==> config.mk <==
export PLATFORM = sky130hd
export DESIGN_NAME = multi_ant_grid_automaton_core_flat
export DESIGN_NICKNAME = d
export VERILOG_FILES = /design/src/hw/rtl/magac_pkg.sv /design/src/hw/rtl/magac_if.sv /design/src/hw/rtl/multi_ant_grid_automaton_core.sv /design/src/hw/rtl/magac_ram.sv /design/src/hw/rtl/magac_grid.sv /design/src/hw/rtl/magac_step_unit.sv /design/src/flat_wrapper.sv
export VERILOG_INCLUDE_DIRS = /design/src /design/src/hw/rtl
export SDC_FILE = /design/constraint.sdc
export NUM_CORES = 2
export LEC_CHECK = 0
export CAP_MARGIN = 15
export CORE_MARGIN = 2
export CORE_UTILIZATION = 50
export DETAILED_ROUTE_END_ITERATION = 10
export DONT_BUFFER_PORTS = 1
export GPL_TIMING_DRIVEN = 1
export PLACE_DENSITY = 0.67
export SLEW_MARGIN = 25
export SYNTH_ARGS = -nofsm -noshare
export SYNTH_HDL_FRONTEND = slang
export SYNTH_HIERARCHICAL = 1
export SYNTH_SLANG_ARGS = --single-unit
==> constraint.sdc <==
create_clock -name clk -period 5.9 [get_ports clk]
set_input_delay 1.18 -clock clk [delete_from_list [all_inputs] [get_ports clk]]
set_output_delay 1.18 -clock clk [all_outputs]
set_load 0.02 [all_outputs]
==> src/hw/rtl/multi_ant_grid_automaton_core_assert.svh <==
// Assertion macros for the RTL of the ant grid core, used by its top file.
// Both macros expect clk and rst in the scope where they are used.
`ifndef MULTI_ANT_GRID_AUTOMATON_CORE_ASSERT_SVH
`define MULTI_ANT_GRID_AUTOMATON_CORE_ASSERT_SVH
`ifndef SYNTHESIS
`define MAGAC_ASSERT(lbl, prop, msg) \
  lbl: assert property (@(posedge clk) disable iff (rst) (prop)) else $error(msg);
`define MAGAC_ASSERT_NEXT(lbl, cond, prop, msg) \
  lbl: assert property (@(posedge clk) disable iff (rst) (cond) |=> (prop)) else $error(msg);
`else
`define MAGAC_ASSERT(lbl, prop, msg)
`define MAGAC_ASSERT_NEXT(lbl, cond, prop, msg)
`endif
`endif

==> src/hw/rtl/magac_pkg.sv <==
package magac_pkg;

  localparam int ANTS = 8;
  localparam int ROWS = 16;
  localparam int COLS = 16;

  localparam int START_DELAY = 3;
  localparam int COLOR_LIMIT = 9;

  localparam int ANT_W  = (ANTS > 1) ? $clog2(ANTS) : 1;
  localparam int ROW_W  = $clog2(ROWS);
  localparam int COL_W  = $clog2(COLS);
  localparam int CELLS  = ROWS * COLS;
  localparam int GRID_AW = $clog2(CELLS);

  localparam logic [1:0] REQ_CLEAR = 2'd0;
  localparam logic [1:0] REQ_PLACE = 2'd1;
  localparam logic [1:0] REQ_TICK  = 2'd2;

  localparam logic [1:0] HEAD_UP    = 2'd0;
  localparam logic [1:0] HEAD_RIGHT = 2'd1;
  localparam logic [1:0] HEAD_DOWN  = 2'd2;
  localparam logic [1:0] HEAD_LEFT  = 2'd3;

  typedef enum logic [2:0] {
    ST_IDLE,
    ST_RD0,
    ST_PAINT,
    ST_RD1,
    ST_TURN
  } state_t;

  typedef struct packed {
    logic [ROW_W-1:0] row;
    logic [COL_W-1:0] col;
    logic [1:0]       heading;
  } ant_t;

  // Result of the shared step unit for the ant under work.
  typedef struct packed {
    logic [3:0] paint_color;
    logic [3:0] color_next;
    ant_t       moved;
    logic [1:0] turned;
  } step_t;

  // Start coordinates are 4 bits wide; these fold them onto the grid.
  function automatic logic [ROW_W-1:0] row_wrap(input logic [3:0] v);
    logic [ROW_W-1:0] r;
    r = '0;
    for (int i = 0; i < 16; i++) begin
      if (v == 4'(i)) r = ROW_W'(i % ROWS);
    end
    return r;
  endfunction

  function automatic logic [COL_W-1:0] col_wrap(input logic [3:0] v);
    logic [COL_W-1:0] c;
    c = '0;
    for (int i = 0; i < 16; i++) begin
      if (v == 4'(i)) c = COL_W'(i % COLS);
    end
    return c;
  endfunction

  function automatic logic [GRID_AW-1:0] cell_addr(input ant_t a);
    return GRID_AW'(a.row) * GRID_AW'(COLS) + GRID_AW'(a.col);
  endfunction

endpackage

==> src/hw/rtl/magac_if.sv <==
interface magac_req_if;
  logic       valid;
  logic       ready;
  logic [1:0] req_type;
  logic [2:0] ant_index;
  logic [3:0] start_row;
  logic [3:0] start_col;
  logic [1:0] start_heading;

  modport source(output valid, req_type, ant_index, start_row, start_col, start_heading,
                 input ready);
  modport sink(input valid, req_type, ant_index, start_row, start_col, start_heading,
               output ready);
endinterface

interface magac_pix_if;
  logic       valid;
  logic       ready;
  logic [3:0] pixel_row;
  logic [3:0] pixel_col;
  logic [3:0] pixel_color;
  logic       last;

  modport source(output valid, pixel_row, pixel_col, pixel_color, last, input ready);
  modport sink(input valid, pixel_row, pixel_col, pixel_color, last, output ready);
endinterface

==> src/hw/rtl/multi_ant_grid_automaton_core.sv <==
// Langton ants on a toroidal color grid. A clear, a place, an unknown request and a tick
// that only spends the start delay give no pixel writes. A running tick is accepted in
// idle and then visits the ants in order, each in four steps (read the cell, paint it and
// step, read the new cell, turn); the paint step waits while a finished pixel write is not
// yet taken, and the pace is set by the single grid memory that the two reads and the write
// share. The input is not ready until the tick has finished. A clear takes effect at once
// through per-cell written flags, so there is no clearing pass.
`include "multi_ant_grid_automaton_core_assert.svh"
module multi_ant_grid_automaton_core (
  input logic         clk,
  input logic         rst,
  magac_req_if.sink   req,
  magac_pix_if.source pix
);
  import magac_pkg::*;

  state_t             state;
  state_t             state_next;
  ant_t               ants [ANTS];
  ant_t               cur;
  logic [ANT_W-1:0]   ant_cnt;
  logic [3:0]         next_color;
  logic [1:0]         start_delay;
  step_t              step;
  logic [3:0]         cell_color;

  logic               req_fire;
  logic               paint_go;
  logic               last_ant;
  logic               req_ready;
  logic               grid_rd;
  logic               grid_wr;
  logic               grid_clear;

  logic               out_valid;
  logic [3:0]         out_row;
  logic [3:0]         out_col;
  logic [3:0]         out_color;
  logic               out_last;

  assign cur      = ants[ant_cnt];
  assign req_fire = req.valid && req_ready;
  assign paint_go = !out_valid || pix.ready;
  assign last_ant = (ant_cnt == ANT_W'(ANTS - 1));

  magac_grid u_grid (
    .clk       (clk),
    .rst       (rst),
    .clear     (grid_clear),
    .rd_en     (grid_rd),
    .rd_addr   (cell_addr(cur)),
    .wr_en     (grid_wr),
    .wr_addr   (cell_addr(cur)),
    .wr_data   (step.paint_color),
    .cell_color(cell_color)
  );

  magac_step_unit u_step (
    .cur       (cur),
    .cell_color(cell_color),
    .color     (next_color),
    .res       (step)
  );

  always_comb begin
    state_next = state;
    case (state)
      ST_IDLE: begin
        if (req_fire && req.req_type == REQ_TICK && start_delay == 2'd0) begin
          state_next = ST_RD0;
        end
      end
      ST_RD0:   state_next = ST_PAINT;
      ST_PAINT: state_next = paint_go ? ST_RD1 : ST_PAINT;
      ST_RD1:   state_next = ST_TURN;
      ST_TURN:  state_next = last_ant ? ST_IDLE : ST_RD0;
      default:  state_next = ST_IDLE;
    endcase
  end

  always_comb begin
    req_ready  = 1'b0;
    grid_rd    = 1'b0;
    grid_wr    = 1'b0;
    grid_clear = 1'b0;
    case (state)
      ST_IDLE: begin
        req_ready  = 1'b1;
        grid_clear = req.valid && req.req_type == REQ_CLEAR;
      end
      ST_RD0:   grid_rd = 1'b1;
      ST_PAINT: grid_wr = paint_go;
      ST_RD1:   grid_rd = 1'b1;
      default: begin
        req_ready = 1'b0;
      end
    endcase
  end

  always_ff @(posedge clk) begin
    if (rst) begin
      state <= ST_IDLE;
    end else begin
      state <= state_next;
    end
  end

  always_ff @(posedge clk) begin
    if (rst) begin
      for (int i = 0; i < ANTS; i++) ants[i] <= '0;
      ant_cnt     <= '0;
      next_color  <= 4'd1;
      start_delay <= 2'd0;
    end else begin
      case (state)
        ST_IDLE: begin
          if (req_fire) begin
            case (req.req_type)
              REQ_CLEAR: start_delay <= 2'(START_DELAY);
              REQ_PLACE: begin
                if (int'(req.ant_index) < ANTS) begin
                  ants[ANT_W'(req.ant_index)] <= '{row: row_wrap(req.start_row),
                                                   col: col_wrap(req.start_col),
                                                   heading: req.start_heading};
                end
              end
              REQ_TICK: begin
                if (start_delay != 2'd0) start_delay <= start_delay - 2'd1;
                ant_cnt <= '0;
              end
              default: start_delay <= start_delay;
            endcase
          end
        end
        ST_PAINT: begin
          if (paint_go) begin
            ants[ant_cnt] <= step.moved;
            next_color    <= step.color_next;
          end
        end
        ST_TURN: begin
          ants[ant_cnt].heading <= step.turned;
          if (!last_ant) ant_cnt <= ant_cnt + ANT_W'(1);
        end
        default: begin
          ant_cnt <= ant_cnt;
        end
      endcase
    end
  end

  // Output register: one pixel write waits here while the sequencer moves on.
  always_ff @(posedge clk) begin
    if (rst) begin
      out_valid <= 1'b0;
    end else if (state == ST_PAINT && paint_go) begin
      out_valid <= 1'b1;
    end else if (pix.ready) begin
      out_valid <= 1'b0;
    end
  end

  always_ff @(posedge clk) begin
    if (state == ST_PAINT && paint_go) begin
      out_row   <= 4'(cur.row);
      out_col   <= 4'(cur.col);
      out_color <= step.paint_color;
      out_last  <= last_ant;
    end
  end

  assign req.ready       = req_ready;
  assign pix.valid       = out_valid;
  assign pix.pixel_row   = out_row;
  assign pix.pixel_col   = out_col;
  assign pix.pixel_color = out_color;
  assign pix.last        = out_last;

  `MAGAC_ASSERT(a_color_range, next_color != 4'd0 && next_color < 4'(COLOR_LIMIT), "paint color out of range")
  `MAGAC_ASSERT(a_delay_range, start_delay <= 2'(START_DELAY), "start delay above its armed value")
  `MAGAC_ASSERT_NEXT(a_tick_starts, req_fire && req.req_type == REQ_TICK && start_delay == 2'd0, state == ST_RD0 && ant_cnt == '0, "running tick did not start at the first ant")
  `MAGAC_ASSERT_NEXT(a_paint_slot, state == ST_PAINT && paint_go, pix.valid && state == ST_RD1, "pixel write not presented after paint")

endmodule

==> src/hw/rtl/magac_ram.sv <==
module magac_ram #(
  parameter int WIDTH = 4,
  parameter int DEPTH = 256
) (
  input  logic                     clk,
  input  logic                     we,
  input  logic [$clog2(DEPTH)-1:0] waddr,
  input  logic [WIDTH-1:0]         wdata,
  input  logic                     re,
  input  logic [$clog2(DEPTH)-1:0] raddr,
  output logic [WIDTH-1:0]         rdata
);

  logic [WIDTH-1:0] mem [DEPTH];

  always_ff @(posedge clk) begin
    if (we) mem[waddr] <= wdata;
    if (re) rdata <= mem[raddr];
  end

endmodule

==> src/hw/rtl/magac_grid.sv <==
module magac_grid (
  input  logic                           clk,
  input  logic                           rst,
  input  logic                           clear,
  input  logic                           rd_en,
  input  logic [magac_pkg::GRID_AW-1:0]  rd_addr,
  input  logic                           wr_en,
  input  logic [magac_pkg::GRID_AW-1:0]  wr_addr,
  input  logic [3:0]                     wr_data,
  output logic [3:0]                     cell_color
);
  import magac_pkg::*;

  logic [CELLS-1:0] written;
  logic             rd_written;
  logic [3:0]       ram_data;

  magac_ram #(
    .WIDTH(4),
    .DEPTH(CELLS)
  ) u_ram (
    .clk  (clk),
    .we   (wr_en),
    .waddr(wr_addr),
    .wdata(wr_data),
    .re   (rd_en),
    .raddr(rd_addr),
    .rdata(ram_data)
  );

  // One flag per cell lets a clear blank the whole grid at once.
  always_ff @(posedge clk) begin
    if (rst || clear) begin
      written <= '0;
    end else if (wr_en) begin
      written[wr_addr] <= 1'b1;
    end
  end

  always_ff @(posedge clk) begin
    if (rst) begin
      rd_written <= 1'b0;
    end else if (rd_en) begin
      rd_written <= written[rd_addr];
    end
  end

  assign cell_color = rd_written ? ram_data : 4'd0;

endmodule

==> src/hw/rtl/magac_step_unit.sv <==
module magac_step_unit (
  input  magac_pkg::ant_t  cur,
  input  logic [3:0]       cell_color,
  input  logic [3:0]       color,
  output magac_pkg::step_t res
);
  import magac_pkg::*;

  logic black;

  assign black = (cell_color == 4'd0);

  always_comb begin
    res = '0;
    res.paint_color = black ? color : 4'd0;
    if (black) begin
      res.color_next = (color == 4'(COLOR_LIMIT - 1)) ? 4'd1 : color + 4'd1;
    end else begin
      res.color_next = color;
    end

    res.moved = cur;
    case (cur.heading)
      HEAD_UP: begin
        res.moved.row = (cur.row == '0) ? ROW_W'(ROWS - 1) : cur.row - ROW_W'(1);
      end
      HEAD_RIGHT: begin
        res.moved.col = (cur.col == COL_W'(COLS - 1)) ? '0 : cur.col + COL_W'(1);
      end
      HEAD_DOWN: begin
        res.moved.row = (cur.row == ROW_W'(ROWS - 1)) ? '0 : cur.row + ROW_W'(1);
      end
      default: begin
        res.moved.col = (cur.col == '0) ? COL_W'(COLS - 1) : cur.col - COL_W'(1);
      end
    endcase

    // Turn right on a black cell, left otherwise.
    res.turned = black ? cur.heading + 2'd1 : cur.heading + 2'd3;
  end

endmodule
==> src/flat_wrapper.sv <==
// flat-port wrapper written by rule: the top's interface ports become plain ports
module multi_ant_grid_automaton_core_flat import magac_pkg::*;
  (clk, rst, req_valid, req_req_type, req_ant_index, req_start_row, req_start_col, req_start_heading, req_ready, pix_valid, pix_pixel_row, pix_pixel_col, pix_pixel_color, pix_last, pix_ready);
  magac_req_if req_i ();
  magac_pix_if pix_i ();
  input logic clk;
  input logic rst;
  input wire logic [$bits(req_i.valid)-1:0] req_valid;
  input wire logic [$bits(req_i.req_type)-1:0] req_req_type;
  input wire logic [$bits(req_i.ant_index)-1:0] req_ant_index;
  input wire logic [$bits(req_i.start_row)-1:0] req_start_row;
  input wire logic [$bits(req_i.start_col)-1:0] req_start_col;
  input wire logic [$bits(req_i.start_heading)-1:0] req_start_heading;
  output wire logic [$bits(req_i.ready)-1:0] req_ready;
  output wire logic [$bits(pix_i.valid)-1:0] pix_valid;
  output wire logic [$bits(pix_i.pixel_row)-1:0] pix_pixel_row;
  output wire logic [$bits(pix_i.pixel_col)-1:0] pix_pixel_col;
  output wire logic [$bits(pix_i.pixel_color)-1:0] pix_pixel_color;
  output wire logic [$bits(pix_i.last)-1:0] pix_last;
  input wire logic [$bits(pix_i.ready)-1:0] pix_ready;
  assign req_i.valid = req_valid;
  assign req_i.req_type = req_req_type;
  assign req_i.ant_index = req_ant_index;
  assign req_i.start_row = req_start_row;
  assign req_i.start_col = req_start_col;
  assign req_i.start_heading = req_start_heading;
  assign req_ready = req_i.ready;
  assign pix_valid = pix_i.valid;
  assign pix_pixel_row = pix_i.pixel_row;
  assign pix_pixel_col = pix_i.pixel_col;
  assign pix_pixel_color = pix_i.pixel_color;
  assign pix_last = pix_i.last;
  assign pix_i.ready = pix_ready;
  multi_ant_grid_automaton_core u_core (.clk(clk), .rst(rst), .req(req_i), .pix(pix_i));
endmodule
; ---- Word level (Yosys, flattened, before mapping)
; Memories as Yosys holds them, arrays and structs flattened. A register that Yosys moved wholly into a read port is not among the register bits.
; Cells that the tools add are included.
[op_classes]
n_addsub = 10
n_mul = 0
div = 0
magnitude_cmp = 2
eq_ne = 47
n_shift = 0
n_mux = 93
n_bitwise = 2
n_reduce_logical = 27
[op_table]
columns = cell, n
row1 = $or 256x256->256, 1
row2 = $mux 4, 31
row3 = $eq 4x4->1 const B, 19
row4 = $mux 3, 16
row5 = $eq 4x3->1 const B, 8
row6 = $mux 1, 29
row7 = $mux 10, 2
row8 = $reduce_or 10->1, 2
row9 = $eq 4x2->1 const B, 4
row10 = $mux 2, 8
row11 = $pmux 4 s2, 2
row12 = $pmux 3 s5, 1
row13 = $add 4x1->4 const B, 3
row14 = $logic_not 4->1, 3
row15 = $lt 8x9->1 const B, 1
row16 = $add 8x4->8, 1
row17 = $bmux 1 s8, 1
row18 = $demux 1 s8, 1
row19 = $eq 4x1->1 const B, 2
row20 = $ge 8x1->1 const B, 1
row21 = $reduce_and 4->1, 2
row22 = $reduce_bool 2->1, 4
row23 = $sub 4x1->4 const B, 2
row24 = $eq 3x2->1 const B, 2
row25 = other kinds (20), 35
[word_totals]
reg_bits = 283
latchBits = 0
mem_bits_rw = 1104
romBits = 0
output_inout_bits = 15
wordCells = 194
n_memories = 2
[mem_list]
columns = memory, words, word_bits, rd, rd_clocked_by_memory_dff, write_ports, line_no
row1 = u_core.u_grid.u_ram.mem, 256, 4, 1, 1, 1, magac_ram.sv:14  ; logic [WIDTH-1:0] mem [DEPTH];
row2 = u_core.ants, 8, 10, 1, 1, 8, multi_ant_grid_automaton_core.sv:19  ; ant_t ants [ANTS];

; ---- Depth between registers and ports, before layout
[depth]
word_depth = 22
ltp_mapped = 14
mapped_depth_nobuf = 10

; ---- Hierarchy
; Netlist, hierarchy kept.
[modules_own_cells]
columns = module, instances, cells_per_inst, area_per_inst_um2
row1 = magac_ram, 1, 2051, 40715.3
row2 = magac_grid, 1, 1123, 10415.0
row3 = multi_ant_grid_automaton_core, 1, 383, 5230.0
row4 = magac_step_unit, 1, 86, 579.3

; ---- Worst setup path after synthesis
; OpenSTA, ideal clock, no wires.
[synth_path]
path_kind = register -> register
from = reg u_core.u_grid.u_ram.rdata[1], read port of u_core.u_grid.u_ram.mem
to = reg u_core.out_color[0] (netlist: u_core/pix.pixel_color[0]), data pin
t_arrival_ps = 4262
t_required_ps = 5032
slack_ps = 770
path_stages_with_launch = 5
period_less_slack_ps = 5130
cell_sequence = edfxtp_1 and2_1 nor4_4 buf_6 and2_1
[synth_rtl]
columns = element, line_no
row1 = "start, declared", magac_ram.sv:11  ; output logic [WIDTH-1:0] rdata
row2 = "end signal, assigned", multi_ant_grid_automaton_core.sv:167  ; out_color <= step.paint_color;
row3 = "end, declared", multi_ant_grid_automaton_core.sv:38  ; logic [3:0] out_color;

==> results.md <==
- Initial antenna violation count: 0
- Clock sinks: 1,394
- Core footprint: 113,000 um2
- Register bit total from synthesis: 1,394
- Cells after Synth: 3,643
- RSZ-0062 raised after global routing: no
- Status: finished, final reports clean
- Die area: 117,000 um2
- Vias in the first global route: 31.9k
- Congestion Overflow GR: 0
- GRT met3 Usage: 0.0377
- Die Span X: 341 um
- MaxCap Viol Count: 0
- Initial DRC Count: 3,417
- Starting Density: 0.505
- CTS Hold Bufs: 0
- Routed wire length: 135,000 um
- Sequential fraction of design power: 0.518
- Cell Rows: 123
- Fin crit period: 4.36 ns
- Synth Area per Inst: 15.6 um2
- Async S/R FF share, synth: 0
- CTS tree: built
- Final Cycle Share: 0.740
- Comb pwr share: 0.058
- Critical Path RT: 6.37 ns
- Pleak: 18.8 nW
- Fmax: 229 MHz
- First-pass GRT wire length: 204,000 um
- Final HPWL DP: 82,200 um
- Clock Power Share: 0.423
- Sequential area share after synthesis: 0.687
- First-pass DRT Iterations: 6
- Final Util: 0.559
- Relative slew slack: 0.320
- Vias: 32.1k
- P_int: 0.0160 W
- Skew-Pair Late Insertion Delay: 0.76 ns
- H-tree depth: 4
- Critical path class: reg -> reg
- Syn Nets: 3,671
- Post-CTS resize count: 0
- Final #Nets: 3,635
- Clock buffer depth: 3
- Gr usage total: 0.232
- Most common cell after layout, fill and taps aside: edfxtp_1
- Critical Path Sink Type: register
- Grt peak-use layer: met2
- Final count of negative-setup-slack endpoints: 0
- R2R Setup Slk: 1.54 ns
- Postcts setup bufs: 0
- Vias per cell: 6.14
- Routed len/inst: 25.9 um
- Worst-path maximum fanout: 54
- DRT antenna net count: 0
- Sw Share: 0.222
- Setup Skew: 0.0304 ns
- Main synth FF type: edfxtp_1
- Yosys cell types: 85
- Clock Tree Root: clkbuf_16
- Met2 Track Usage GR: 0.378
- Post-synth EDFFs: 1,121
- Area Overhead vs Synth: 10.5%
- Max-slew violations: 0
- Min-Delay Path Class: reg -> reg
- RePlAce Congestion: 0.833
- Die H: 341 um
- Largest net degree at the start of global routing: 125
- Worst Path Arrival: 4.84 ns
- Startpoint types: register
- Worst-path clk slew: 0.06 ns
- PD cells: 328 nW/um2
- Final hold violation count: 0
- Mapped Area: 56,900 um2
- Peak supply drop: 0.277 mV
- Port Buffers: 0
- Ratio of cells with drive above 1 in the final layout: 0.187
- DRC: 0
- Final setup TNS: 0 ns
- Switch Pwr: 0.00457 W
- CTS Buf Count: 143
- Met1 usage: 0.323
- Most frequent cells in the layout: 1,121 x edfxtp_1, 615 x nor2_1, 320 x mux4_2
- Ports: 34
- Tightest Pin Transition: 1.02 ns
- Ys Warns: 6
- Antenna cells: 0
-- synthesized netlist by cell type (17+ instances only) --
cell / count / share of area
edfxtp_1: 1121 / 0.59
nor2_1: 624 / 0.041
mux4_2: 320 / 0.13
a21oi_1: 277 / 0.024
dfxtp_1: 273 / 0.096
clkbuf_1: 165 / 0.011
mux2i_1: 91 / 0.016
nand2_1: 90 / 0.0059
nand3_1: 46 / 0.0040
nor2b_1: 46 / 0.0051
buf_2: 38 / 0.0033
a22oi_1: 34 / 0.0045
nand2b_1: 34 / 0.0037
nor3_1: 32 / 0.0028
a31oi_1: 30 / 0.0033
buf_6: 28 / 0.0055
o21ai_0: 28 / 0.0025
nand4_1: 21 / 0.0023
and2_1: 19 / 0.0021
and3_1: 19 / 0.0021
buf_1: 19 / 0.0013
mux2_2: 18 / 0.0036
nor3_2: 18 / 0.0032
a211oi_1: 17 / 0.0022
-- path summary, 6_finish.rpt --
| kind | startpoint | endpoint | depth (start not counted) |
|---|---|---|---|
| worst max-delay path | register | u_core/u_grid/u_ram/rdata[2] | 7 |
| worst min-delay path | u_core/u_grid/written[213] | u_core/u_grid/written[213] | 2 |
| worst max register to register | register | u_core/u_grid/u_ram/rdata[2] | 7 |
| worst min register to register | u_core/u_grid/written[213] | u_core/u_grid/written[213] | 2 |
-- per-stage QoR --
| step | cell area, um2 | power (W) | instances | hold slack [ns] | setup WS [ns] |
|---|---|---|---|---|---|
| 5_1_grt | 62900 | 0.0212 | 5227 | 0.480 | 1.27 |
| 2_1_floorplan | 56900 | 0.0118 | 3643 | 0.428 | 0.770 |
| 3_3_place_gp | 58300 | 0.0121 | 4961 | 0.439 | 1.48 |
| 4_1_cts | 62900 | 0.0208 | 5227 | 0.463 | 1.45 |
| 3_5_place_dp | 58400 | 0.0121 | 4962 | 0.448 | 1.46 |
| 6_report | 62900 | 0.0206 | 5227 | 0.457 | 1.54 |
-- worst max-delay path, cell delays in order, from the launching register on --
cell,delay [ns]
dfxtp_1,0.60
mux4_2,0.57
mux2_8,0.53
mux4_2,0.60
mux4_2,0.54
nor3b_1,0.17
nor4_1,0.83
o211ai_1,0.14
-- flip-flops by register name, indices dropped and copies added (netlist names), 4 cells and up, named ones only --
name and count:
u_core/u_grid/u_ram/rdata 4, u_core/u_grid/written 256, u_core/pix.pixel_color 4, u_core/ants 80, u_core/next_color 4, u_core/pix.pixel_col 4, u_core/pix.pixel_row 4, u_core/u_grid/u_ram/mem 1024
-- per-layer routing --
layer / up-vias / wire length (um)
met1: 16600 / 55700
met4: 0 / 3750
met2: 1254 / 66100
li1: 14000 / -
met3: 233 / 9610
met5: - / 0
-- layout make-up --
| cell class | count | area (um2) |
|---|---|---|
| Clock inverter | 77 | 651 |
| Multi-Input combinational cell | 1964 | 16500 |
| Tap cell | 1500 | 1880 |
| Timing Repair Buffer | 88 | 815 |
| Inverter | 16 | 60.1 |
| Clock buffer | 188 | 3910 |
| Sequential cell | 1394 | 39100 |
| Fill cell | 8797 | 49700 |
-- power groups by stage --
stage	Combinational [W]	Clock, W	Sequential, W
2_1_floorplan	0.000839	0	0.0109
3_3_place_gp	0.00119	0	0.0109
3_5_place_dp	0.00120	0	0.0109
4_1_cts	0.00121	0.00888	0.0107
5_1_grt	0.00129	0.00928	0.0107
6_report	0.00121	0.00872	0.0107
-- cells by family after synthesis --
logic type | Yosys count | share of synthesized area
AO/OA/AOI/OAI | 498 | 0.0529
XOR/XNOR | 7 | 0.00108
adder cells (fa/ha/maj) | 9 | 0.00198
buffers and inverters | 285 | 0.0248
flip-flops | 1394 | 0.687
multiplexers | 446 | 0.152
AND/OR/NAND/NOR | 1004 | 0.0804
Note: power is estimated with default switching activity, not from simulation.
